$ cat src/hw/rtl/lfpd_pkg.sv
// ----------------------------------------------------------------------------
// lfpd_pkg: shared types, codes and helpers of the line follow steering unit
// field widths, command / vertex / status codes, register indexes, speed clamp
// ----------------------------------------------------------------------------
`default_nettype none

package lfpd_pkg;

    // field widths
    localparam int CMD_W    = 2;
    localparam int POS_W    = 13;
    localparam int READ_W   = 12;
    localparam int SPEED_W  = 12;
    localparam int VTX_W    = 3;
    localparam int ADDR_W   = 10;
    localparam int GAIN_W   = 16;
    localparam int DEST_W   = 16;
    localparam int CORR_W   = 22;
    localparam int STAT_W   = 3;
    localparam int CFG_IDX_W = 3;
    localparam int CFG_DATA_W = 16;

    // stream packing widths
    localparam int S_TDATA_W = 72;
    localparam int S_TUSER_W = 5;
    localparam int M_TDATA_W = 48;
    localparam int M_TUSER_W = 3;

    // default distance covered by one address mark
    localparam int PARK_STEP_DEFAULT = 64;

    // drive commands
    localparam logic [CMD_W-1:0] CMD_FORWARD = 2'd0;
    localparam logic [CMD_W-1:0] CMD_RIGHT   = 2'd1;
    localparam logic [CMD_W-1:0] CMD_LEFT    = 2'd2;
    localparam logic [CMD_W-1:0] CMD_ADDRESS = 2'd3;

    // vertex types
    localparam logic [VTX_W-1:0] VTX_PLUS        = 3'd0;
    localparam logic [VTX_W-1:0] VTX_TEE         = 3'd1;
    localparam logic [VTX_W-1:0] VTX_LEFT_TEE    = 3'd2;
    localparam logic [VTX_W-1:0] VTX_RIGHT_TEE   = 3'd3;
    localparam logic [VTX_W-1:0] VTX_LEFT_NINETY = 3'd4;
    localparam logic [VTX_W-1:0] VTX_RIGHT_NINETY = 3'd5;

    // result status
    localparam logic [STAT_W-1:0] STAT_FOLLOW    = 3'd0;
    localparam logic [STAT_W-1:0] STAT_CROSS     = 3'd1;
    localparam logic [STAT_W-1:0] STAT_RIGHT     = 3'd2;
    localparam logic [STAT_W-1:0] STAT_LEFT      = 3'd3;
    localparam logic [STAT_W-1:0] STAT_EMERGENCY = 3'd4;
    localparam logic [STAT_W-1:0] STAT_PARK      = 3'd5;

    // register indexes
    localparam logic [CFG_IDX_W-1:0] REG_POSITION_GAIN   = 3'd0;
    localparam logic [CFG_IDX_W-1:0] REG_DELTA_GAIN      = 3'd1;
    localparam logic [CFG_IDX_W-1:0] REG_BLACK_THRESHOLD = 3'd2;
    localparam logic [CFG_IDX_W-1:0] REG_REFERENCE_POS   = 3'd3;
    localparam logic [CFG_IDX_W-1:0] REG_MAX_CORRECTION  = 3'd4;
    localparam logic [CFG_IDX_W-1:0] REG_SPEED_CEILING   = 3'd5;
    localparam logic [CFG_IDX_W-1:0] REG_SPEED_FLOOR     = 3'd6;
    localparam logic [CFG_IDX_W-1:0] REG_DEST_ADDRESS    = 3'd7;

    typedef struct packed {
        logic signed [GAIN_W-1:0] position_gain;
        logic signed [GAIN_W-1:0] delta_gain;
        logic [READ_W-1:0]        black_threshold;
        logic [POS_W-1:0]         reference_position;
        logic [SPEED_W-1:0]       max_correction;
        logic [SPEED_W-1:0]       speed_ceiling;
        logic [SPEED_W-1:0]       speed_floor;
        logic [DEST_W-1:0]        destination_address;
    } cfg_t;

    typedef struct packed {
        logic [CMD_W-1:0]   command;
        logic [POS_W-1:0]   position;
        logic [POS_W-1:0]   previous_position;
        logic [READ_W-1:0]  left_reading;
        logic [READ_W-1:0]  right_reading;
        logic [SPEED_W-1:0] base_speed;
        logic [VTX_W-1:0]   vertex_type;
        logic [ADDR_W-1:0]  address_count;
    } sample_t;

    typedef struct packed {
        logic signed [CORR_W-1:0] correction;
        logic [SPEED_W-1:0]       left_speed;
        logic [SPEED_W-1:0]       right_speed;
        logic [STAT_W-1:0]        status;
    } result_t;

    // clamp a raw wheel speed to max first, then to min (min wins)
    function automatic logic [SPEED_W-1:0] clamp_speed(
        input logic signed [CORR_W:0] raw,
        input logic [SPEED_W-1:0]     hi,
        input logic [SPEED_W-1:0]     lo
    );
        logic signed [CORR_W:0] t;
        t = raw;
        if (t > $signed({{(CORR_W+1-SPEED_W){1'b0}}, hi})) begin
            t = $signed({{(CORR_W+1-SPEED_W){1'b0}}, hi});
        end
        if (t < $signed({{(CORR_W+1-SPEED_W){1'b0}}, lo})) begin
            t = $signed({{(CORR_W+1-SPEED_W){1'b0}}, lo});
        end
        return t[SPEED_W-1:0];
    endfunction

endpackage

`default_nettype wire

$ cat src/hw/rtl/line_follow_pd_steering_unit.sv
// ----------------------------------------------------------------------------
// line_follow_pd_steering_unit: pd line following steering, differential drive
// one control sample in, one steering result out (correction, wheels, status)
// ----------------------------------------------------------------------------
//
//   channel  dir  handshake             payload
//   s_       in   s_tvalid / s_tready   control sample (tdata, tuser)
//   m_       out  m_tvalid / m_tready   steering result (tdata, tuser)
//   cfg_     in   cfg_valid / cfg_ready register index and write data
//
// one request per cycle sustained while m_tready keeps the output moving; a sample
// enters the input register when accepted and its result moves into the output
// register when that register is free or being read, which raises m_tvalid
// the wheel state updates as a sample moves into the output register
// synchronous active-low reset clears valids and wheels and resets the register file to its defaults
// the input stalls only while both registers are full and the result is held;
// cfg_ready is always high
//
`default_nettype none

module line_follow_pd_steering_unit #(
    parameter int PARK_STEP = lfpd_pkg::PARK_STEP_DEFAULT
) (
    input  wire logic                               aclk,
    input  wire logic                               aresetn,
    // sample: position, previous_position, left_reading, right_reading,
    // base_speed, address_count
    input  wire logic [lfpd_pkg::S_TDATA_W-1:0]     s_tdata,
    // sample: command, vertex_type
    input  wire logic [lfpd_pkg::S_TUSER_W-1:0]     s_tuser,
    input  wire logic                               s_tvalid,
    output logic                                    s_tready,
    // result: correction, left_speed, right_speed, zero pad
    output logic [lfpd_pkg::M_TDATA_W-1:0]          m_tdata,
    // result: status
    output logic [lfpd_pkg::M_TUSER_W-1:0]          m_tuser,
    output logic                                    m_tvalid,
    input  wire logic                               m_tready,
    input  wire logic                               cfg_valid,
    output logic                                    cfg_ready,
    input  wire logic [lfpd_pkg::CFG_IDX_W-1:0]     cfg_index,
    input  wire logic [lfpd_pkg::CFG_DATA_W-1:0]    cfg_data
);
    import lfpd_pkg::*;

    cfg_t               cfg;
    sample_t            s_sample;
    sample_t            in_reg;
    logic               in_vld_reg;
    logic               in_vld_next;
    result_t            res;
    result_t            out_reg;
    logic               out_vld_reg;
    logic               out_vld_next;
    logic [SPEED_W-1:0] left_wheel_reg;
    logic [SPEED_W-1:0] right_wheel_reg;
    logic               advance;
    logic               s_take;

    // register file
    assign cfg_ready = 1'b1;

    lfpd_cfg_regs u_cfg (
        .aclk     (aclk),
        .aresetn  (aresetn),
        .wr_en    (cfg_valid),
        .wr_index (cfg_index),
        .wr_data  (cfg_data),
        .cfg      (cfg)
    );

    // unpack the sample
    always_comb begin
        s_sample.command           = s_tuser[1:0];
        s_sample.vertex_type       = s_tuser[4:2];
        s_sample.position          = s_tdata[12:0];
        s_sample.previous_position = s_tdata[25:13];
        s_sample.left_reading      = s_tdata[37:26];
        s_sample.right_reading     = s_tdata[49:38];
        s_sample.base_speed        = s_tdata[61:50];
        s_sample.address_count     = s_tdata[71:62];
    end

    // flow control
    assign advance  = in_vld_reg && (!out_vld_reg || m_tready);
    assign s_tready = !in_vld_reg || advance;
    assign s_take   = s_tvalid && s_tready;

    assign in_vld_next  = s_take ? 1'b1 : (advance ? 1'b0 : in_vld_reg);
    assign out_vld_next = advance ? 1'b1 : (m_tready ? 1'b0 : out_vld_reg);

    // steering logic
    lfpd_datapath #(
        .PARK_STEP (PARK_STEP)
    ) u_datapath (
        .din         (in_reg),
        .cfg         (cfg),
        .wheel_left  (left_wheel_reg),
        .wheel_right (right_wheel_reg),
        .dout        (res)
    );

    // valids and wheel state
    always_ff @(posedge aclk) begin
        if (!aresetn) begin
            in_vld_reg      <= 1'b0;
            out_vld_reg     <= 1'b0;
            left_wheel_reg  <= '0;
            right_wheel_reg <= '0;
        end else begin
            in_vld_reg  <= in_vld_next;
            out_vld_reg <= out_vld_next;
            if (advance) begin
                left_wheel_reg  <= res.left_speed;
                right_wheel_reg <= res.right_speed;
            end
        end
    end

    // payload registers
    always_ff @(posedge aclk) begin
        if (s_take) begin
            in_reg <= s_sample;
        end
        if (advance) begin
            out_reg <= res;
        end
    end

    assign m_tvalid = out_vld_reg;
    assign m_tdata  = {2'b00, out_reg.right_speed, out_reg.left_speed, out_reg.correction};
    assign m_tuser  = out_reg.status;

    // wheel state moves only with a sample
    a_wheel_hold: assert property (@(posedge aclk) disable iff (!aresetn)
        !advance |=> $stable(left_wheel_reg) && $stable(right_wheel_reg))
        else $error("wheel state changed without a sample");

    // emergency stop zeroes wheels and correction
    a_emergency: assert property (@(posedge aclk) disable iff (!aresetn)
        (out_vld_reg && out_reg.status == STAT_EMERGENCY)
        |-> (out_reg.correction == '0 && out_reg.left_speed == '0
             && out_reg.right_speed == '0))
        else $error("emergency result with nonzero drive");

    // park reports no correction and keeps the wheels
    a_park: assert property (@(posedge aclk) disable iff (!aresetn)
        (advance && res.status == STAT_PARK)
        |-> (res.correction == '0 && res.left_speed == left_wheel_reg
             && res.right_speed == right_wheel_reg))
        else $error("park result changed the drive");

    // input stalls only with both registers full and the result held
    a_stall: assert property (@(posedge aclk) disable iff (!aresetn)
        !s_tready |-> (in_vld_reg && out_vld_reg && !m_tready))
        else $error("input stalled with room to move");

endmodule

`default_nettype wire

$ cat src/hw/rtl/lfpd_cfg_regs.sv
// ----------------------------------------------------------------------------
// lfpd_cfg_regs: configuration register file
// takes one register write per request, indexed as listed in the package
// ----------------------------------------------------------------------------
`default_nettype none

module lfpd_cfg_regs (
    input  wire logic                               aclk,
    input  wire logic                               aresetn,
    input  wire logic                               wr_en,
    input  wire logic [lfpd_pkg::CFG_IDX_W-1:0]     wr_index,
    input  wire logic [lfpd_pkg::CFG_DATA_W-1:0]    wr_data,
    output lfpd_pkg::cfg_t                          cfg
);
    import lfpd_pkg::*;

    cfg_t cfg_reg;
    cfg_t cfg_next;

    // decode the write
    always_comb begin
        cfg_next = cfg_reg;
        if (wr_en) begin
            case (wr_index)
                REG_POSITION_GAIN:   cfg_next.position_gain = $signed(wr_data[GAIN_W-1:0]);
                REG_DELTA_GAIN:      cfg_next.delta_gain = $signed(wr_data[GAIN_W-1:0]);
                REG_BLACK_THRESHOLD: cfg_next.black_threshold = wr_data[READ_W-1:0];
                REG_REFERENCE_POS:   cfg_next.reference_position = wr_data[POS_W-1:0];
                REG_MAX_CORRECTION:  cfg_next.max_correction = wr_data[SPEED_W-1:0];
                REG_SPEED_CEILING:   cfg_next.speed_ceiling = wr_data[SPEED_W-1:0];
                REG_SPEED_FLOOR:     cfg_next.speed_floor = wr_data[SPEED_W-1:0];
                REG_DEST_ADDRESS:    cfg_next.destination_address = wr_data[DEST_W-1:0];
                default:             cfg_next = cfg_reg;
            endcase
        end
    end

    // register file with reset values
    always_ff @(posedge aclk) begin
        if (!aresetn) begin
            cfg_reg.position_gain       <= 16'sd256;
            cfg_reg.delta_gain          <= 16'sd0;
            cfg_reg.black_threshold     <= 12'd2048;
            cfg_reg.reference_position  <= 13'd3500;
            cfg_reg.max_correction      <= 12'd4095;
            cfg_reg.speed_ceiling       <= 12'd4095;
            cfg_reg.speed_floor         <= 12'd0;
            cfg_reg.destination_address <= 16'd0;
        end else begin
            cfg_reg <= cfg_next;
        end
    end

    assign cfg = cfg_reg;

endmodule

`default_nettype wire

$ cat src/hw/rtl/lfpd_datapath.sv
// ----------------------------------------------------------------------------
// lfpd_datapath: single pass steering logic
// pd correction, wheel speed clamp, intersection check and park decision
// ----------------------------------------------------------------------------
`default_nettype none

module lfpd_datapath #(
    parameter int PARK_STEP = lfpd_pkg::PARK_STEP_DEFAULT
) (
    input  wire lfpd_pkg::sample_t              din,
    input  wire lfpd_pkg::cfg_t                 cfg,
    input  wire logic [lfpd_pkg::SPEED_W-1:0]   wheel_left,
    input  wire logic [lfpd_pkg::SPEED_W-1:0]   wheel_right,
    output lfpd_pkg::result_t                   dout
);
    import lfpd_pkg::*;

    localparam int ERR_W  = POS_W + 1;
    localparam int PROD_W = ERR_W + GAIN_W;
    localparam int SUM_W  = PROD_W + 1;
    localparam int PARK_W = $clog2(PARK_STEP + 1);
    localparam int DIST_W = ADDR_W + PARK_W;
    localparam int CMP_W  = (DIST_W > DEST_W) ? DIST_W : DEST_W;

    logic signed [ERR_W-1:0]  pos_err;
    logic signed [ERR_W-1:0]  pos_delta;
    logic signed [PROD_W-1:0] prod_err;
    logic signed [PROD_W-1:0] prod_delta;
    logic signed [SUM_W-1:0]  pd_sum;
    logic [SUM_W-1:0]         sum_abs;
    logic [CORR_W-1:0]        corr_mag;
    logic signed [CORR_W-1:0] corr_trunc;
    logic signed [CORR_W-1:0] corr_clip;
    logic signed [CORR_W:0]   right_raw;
    logic signed [CORR_W:0]   left_raw;
    logic [SPEED_W-1:0]       right_clamped;
    logic [SPEED_W-1:0]       left_clamped;
    logic [DIST_W-1:0]        park_dist;
    logic                     park;
    logic                     left_black;
    logic                     right_black;
    logic                     vtx_ok;
    logic                     hit;

    // position error and change
    assign pos_err   = $signed({1'b0, din.position}) - $signed({1'b0, cfg.reference_position});
    assign pos_delta = $signed({1'b0, din.position}) - $signed({1'b0, din.previous_position});

    // pd products (q22.8) and sum (q23.8) from q8.8 gains
    assign prod_err   = pos_err * cfg.position_gain;
    assign prod_delta = pos_delta * cfg.delta_gain;
    assign pd_sum     = SUM_W'(prod_err) + SUM_W'(prod_delta);

    // drop the fraction, rounding toward zero; magnitude stays below 2^21
    assign sum_abs    = pd_sum[SUM_W-1] ? SUM_W'(-pd_sum) : SUM_W'(pd_sum);
    assign corr_mag   = {1'b0, sum_abs[CORR_W+6:8]};
    assign corr_trunc = pd_sum[SUM_W-1] ? -$signed(corr_mag) : $signed(corr_mag);

    // upper clamp only
    assign corr_clip = (corr_trunc > $signed({{(CORR_W-SPEED_W){1'b0}}, cfg.max_correction}))
                     ? $signed({{(CORR_W-SPEED_W){1'b0}}, cfg.max_correction})
                     : corr_trunc;

    // steer the wheels
    assign right_raw = $signed({{(CORR_W+1-SPEED_W){1'b0}}, din.base_speed})
                     + $signed({corr_clip[CORR_W-1], corr_clip});
    assign left_raw  = $signed({{(CORR_W+1-SPEED_W){1'b0}}, din.base_speed})
                     - $signed({corr_clip[CORR_W-1], corr_clip});
    assign right_clamped = clamp_speed(right_raw, cfg.speed_ceiling, cfg.speed_floor);
    assign left_clamped  = clamp_speed(left_raw, cfg.speed_ceiling, cfg.speed_floor);

    // park once the distance passes the destination
    assign park_dist = DIST_W'(din.address_count) * DIST_W'(PARK_STEP);
    assign park      = CMP_W'(park_dist) > CMP_W'(cfg.destination_address);

    assign left_black  = din.left_reading > cfg.black_threshold;
    assign right_black = din.right_reading > cfg.black_threshold;

    // intersection rule per command
    always_comb begin
        vtx_ok = 1'b1;
        hit    = 1'b0;
        case (din.command)
            CMD_FORWARD: begin
                if (din.vertex_type == VTX_PLUS) begin
                    hit = left_black && right_black;
                end else if (din.vertex_type == VTX_LEFT_TEE) begin
                    hit = left_black;
                end else if (din.vertex_type == VTX_RIGHT_TEE) begin
                    hit = right_black;
                end else begin
                    vtx_ok = 1'b0;
                end
            end
            CMD_RIGHT: begin
                if (din.vertex_type == VTX_PLUS || din.vertex_type == VTX_TEE) begin
                    hit = left_black && right_black;
                end else if (din.vertex_type == VTX_RIGHT_TEE
                             || din.vertex_type == VTX_RIGHT_NINETY) begin
                    hit = right_black;
                end else begin
                    vtx_ok = 1'b0;
                end
            end
            CMD_LEFT: begin
                if (din.vertex_type == VTX_PLUS || din.vertex_type == VTX_TEE) begin
                    hit = left_black && right_black;
                end else if (din.vertex_type == VTX_LEFT_TEE
                             || din.vertex_type == VTX_LEFT_NINETY) begin
                    hit = left_black;
                end else begin
                    vtx_ok = 1'b0;
                end
            end
            default: begin
                vtx_ok = 1'b1;
                hit    = 1'b0;
            end
        endcase
    end

    // pick the result
    always_comb begin
        dout.correction  = corr_clip;
        dout.left_speed  = left_clamped;
        dout.right_speed = right_clamped;
        dout.status      = STAT_FOLLOW;
        if (din.command == CMD_ADDRESS) begin
            if (park) begin
                dout.correction  = '0;
                dout.left_speed  = wheel_left;
                dout.right_speed = wheel_right;
                dout.status      = STAT_PARK;
            end
        end else if (!vtx_ok) begin
            dout.correction  = '0;
            dout.left_speed  = '0;
            dout.right_speed = '0;
            dout.status      = STAT_EMERGENCY;
        end else if (hit) begin
            case (din.command)
                CMD_FORWARD: dout.status = STAT_CROSS;
                CMD_RIGHT:   dout.status = STAT_RIGHT;
                CMD_LEFT:    dout.status = STAT_LEFT;
                default:     dout.status = STAT_FOLLOW;
            endcase
        end
    end

endmodule

`default_nettype wire
$ cat config.mk
export PLATFORM = sky130hd
export DESIGN_NAME = line_follow_pd_steering_unit
export DESIGN_NICKNAME = d
export VERILOG_FILES = /design/src/hw/rtl/lfpd_pkg.sv /design/src/hw/rtl/line_follow_pd_steering_unit.sv /design/src/hw/rtl/lfpd_cfg_regs.sv /design/src/hw/rtl/lfpd_datapath.sv
export SDC_FILE = /design/constraint.sdc
export NUM_CORES = 2
export LEC_CHECK = 0
export BUFFER_PORTS_ARGS = -buffer_cell sky130_fd_sc_hd__buf_2
export CORE_ASPECT_RATIO = 1.75
export CORE_MARGIN = 8
export CORE_UTILIZATION = 40
export DETAILED_ROUTE_END_ITERATION = 7
export MAX_ROUTING_LAYER = met4
export PLACE_DENSITY = 0.64
export RECOVER_POWER = 100
export SKIP_CTS_REPAIR_TIMING = 1
export SYNTH_ARGS = -nofsm -noshare
export SYNTH_HDL_FRONTEND = slang
export SYNTH_SLANG_ARGS = --single-unit
$ cat constraint.sdc
create_clock -name aclk -period 22.8 [get_ports aclk]
set_input_delay 4.56 -clock aclk [delete_from_list [all_inputs] [get_ports aclk]]
set_output_delay 4.56 -clock aclk [all_outputs]
set_load 0.1 [all_outputs]
==> out/qor.yml <==
yosys.area.top_type_share_pct: 30.8
cts_made_buffers: 25
routabilityCongestion: 1.01
element_type_at_the_critical_path_end: "flip-flop"
largest_reg_flops: 109
routedWlPerCell_um: 21.6
worstSetupEndpoint: "m_tdata[22]$_DFFE_PP_"
groute.layer.met3.usage_pct: 2.30
postRouteAntennaNets: 0
max_freq_mhz: 47.0
critPathArrivalTime_ps: 21580
grt_pass1_wl_um: 157000
die_height_um: 398
syn_area_um2: 33300
firstDrtPassIters: 6
worst-r2r-setup-slack_ps: 1530
dp_hpwl_um: 85600
slowest_stage: "mux2i_1"
finalCritPeriodShare_pct: 93.3
path_clk_slew_ps: 80
whs_ps: 458
timing.slew.headroom_pct: -247
grt_pass1_vias: 27800
critPathRequiredTime_ps: 23110
levels_on_crit_path: 85
critPathMaxFanout: 29
ff2ff_path_depth: 85
worst_setup_path_startpoint: "u_cfg.cfg[53]$_SDFFE_PN0P_"
clk_latency_ps: 600
timing.final.crit_period_ps: 21270
cts_tree: "done"
coreArea_um2: 82900
ys_ff_latch: 261
synthDominantAreaCellType: "fa_1"
worstSetupStartpointType: "flip-flop"
critical_path.max_stage_delay_ps: 610
die_width_um: 234
globalRouteMet1Util_pct: 21.3
num_io_pins: 155
async_flop_share_pct: 0
ys.flop_type: "dfxtp_1"
tns_ps: 0
drc_errors: 0
path_class: "reg -> reg"
hold_violations: 0
outcome: "finished, violations left"
rows: 140
totalWireLength_um: 103000
track_usage_pct: 23.0
grt_start_max_net_pins: 78
fp.dieArea_um2: 93100
clk_path_buf_depth: 3
crit_buf_inv: 7
failing_checks: "capacitance limit, slew limit"
synth_cell_types: 102
grt_setup_unrepaired: "false"
fill_cells: 8161
ctsRootBufferMaster: "clkbuf_16"
finalInstanceArea_um2: 35900
drt_first_iter_violations: 1284
cts.sink_count: 261
finalMaxSlewViolations: 235
areaGrowthSynthToFinish_pct: 7.91
placed_area_um2: 35200
grt_antenna_before_repair: 9
max_cap_viol_count: 4
reg2reg_to: "m_tdata[22]$_DFFE_PP_"
worstHoldPathType: "reg -> reg"
critical-path-top-delay-family: "compound AO/OA/AOI/OAI gates"
register_area_share_after_synthesis_pct: 19.5
worstMarginPinSlew_ps: 5210
post_route_cells_drive_above_1_share_pct: 6.82
hold_path_startpoint: "u_cfg.cfg[9]$_SDFFE_PN0P_"
grt_overflow: 0
effective_utilization_at_floorplan_pct: 40.2
vias: 25400
finalNetCount: 4540
clock-skew-final_ps: 23.9
synthesis.instances: 3571
global_route.peak_usage_layer: "met2"
yosys_warnings: 0
cts.htree.levels: 1
yosys-top-cells-area: "fa_1 31%, edfxtp_1 11%, ha_1 11%"
cp_common_cell: "a21o_1"
synth_enable_flop_cells: 126
post_synth.cell_area_avg_um2: 9.33
grt_met2_usage_pct: 42.5
route.detailed.vias_per_inst: 5.37
r2r-start: "u_cfg.cfg[53]$_SDFFE_PN0P_"
place.port_buffers: 151
report.final.setup_viol: 0
## worst min path at each step
stage	endpoint	cells after the start	slack (ps)
2_1_floorplan	left_wheel_reg[10]$_SDFFE_PN0P_	2	420
3_3_place_gp	left_wheel_reg[7]$_SDFFE_PN0P_	2	440
3_5_place_dp	left_wheel_reg[6]$_SDFFE_PN0P_	2	440
4_1_cts	left_wheel_reg[6]$_SDFFE_PN0P_	2	450
5_1_grt	u_cfg.cfg[72]$_SDFFE_PN0P_	2	470
6_report	u_cfg.cfg[9]$_SDFFE_PN0P_	2	460
## cells in the final DEF (no fill, tap or decap), types with 16 or more instances in the layout
cell type and count:
mux2i_1 41, a21oi_1 161, and2_1 129, dfxtp_1 135, clkbuf_16 27, o21ai_0 107, clkbuf_1 69, buf_4 37
a21o_1 64, edfxtp_1 126, mux2_2 25, o211ai_1 44, nand2b_1 57, inv_1 637, fa_1 512, nand2_1 509
xnor2_1 57, nand3_1 27, buf_2 87, nor3_1 26, nor2b_1 63, nor2_1 126, nand4_1 26, xor2_1 31
or2_2 16, ha_1 281
## worst register-to-register path: cells and delay by family, from the launching register on
| family | cells | cell delay, ps |
|---|---|---|
| AO/OA/AOI/OAI | 38 | 7860 |
| adder cells (fa/ha/maj) | 15 | 6280 |
| AND/OR/NAND/NOR | 18 | 3420 |
| multiplexers | 3 | 1360 |
| buffers and inverters | 7 | 840 |
| XOR/XNOR | 4 | 820 |
| flip-flops | 1 | 380 |
## cell usage after synthesis, drive strengths merged, types with 57 or more instances
library cell,number
ha,281
a21oi,162
xnor2,60
nand2,510
and2,132
dfxtp,135
inv,637
edfxtp,126
a21o,64
fa,512
nand2b,57
nor2b,63
clkbuf,121
nor2,126
o21ai,113
## cell type report
type,count,area [um2],area share (%)
flip-flops and latches,261,6490,18.0
repair buffers,190,961,2.67
multi-input cells,2531,23900,66.5
clock inverters,14,126,0.352
clock buffers,32,706,1.96
well taps,1065,1330,3.71
inverters,637,2390,6.65
diodes,11,27.5,0.0766
## metal layers
metal | part of all wire, % | vias to the layer above
met1 | 32 | 12700
met3 | 3.9 | 384
met4 | 9.7 | 0
met2 | 54 | 819
li1 | - | 11500
met5 | 0 | -
## through the flow
step	cells	setup slack (ps)	utilization [%]
detailed placement	4684	1400	42.5
global placement	4684	1630	42.5
floorplan	3572	3570	-
finish	4741	1530	43.4
CTS	4730	1300	43.5
global route	4739	41.1	43.4
## logic make-up after synthesis
group                    count (synthesis)  synth area share [%]
AND/OR/NAND/NOR                       1052                  15.1
adder cells (fa/ha/maj)                793                  41.3
buffers and inverters                  780                  8.97
AO/OA/AOI/OAI                          512                  10.1
flip-flops                             261                  19.5
XOR/XNOR                               102                  2.77
multiplexers                            69                  2.19
other                                    2                0.0225
Power is left out: the tool's default activity adds up to more than one toggle a clock period on the data nets, which glitch-free logic cannot reach.
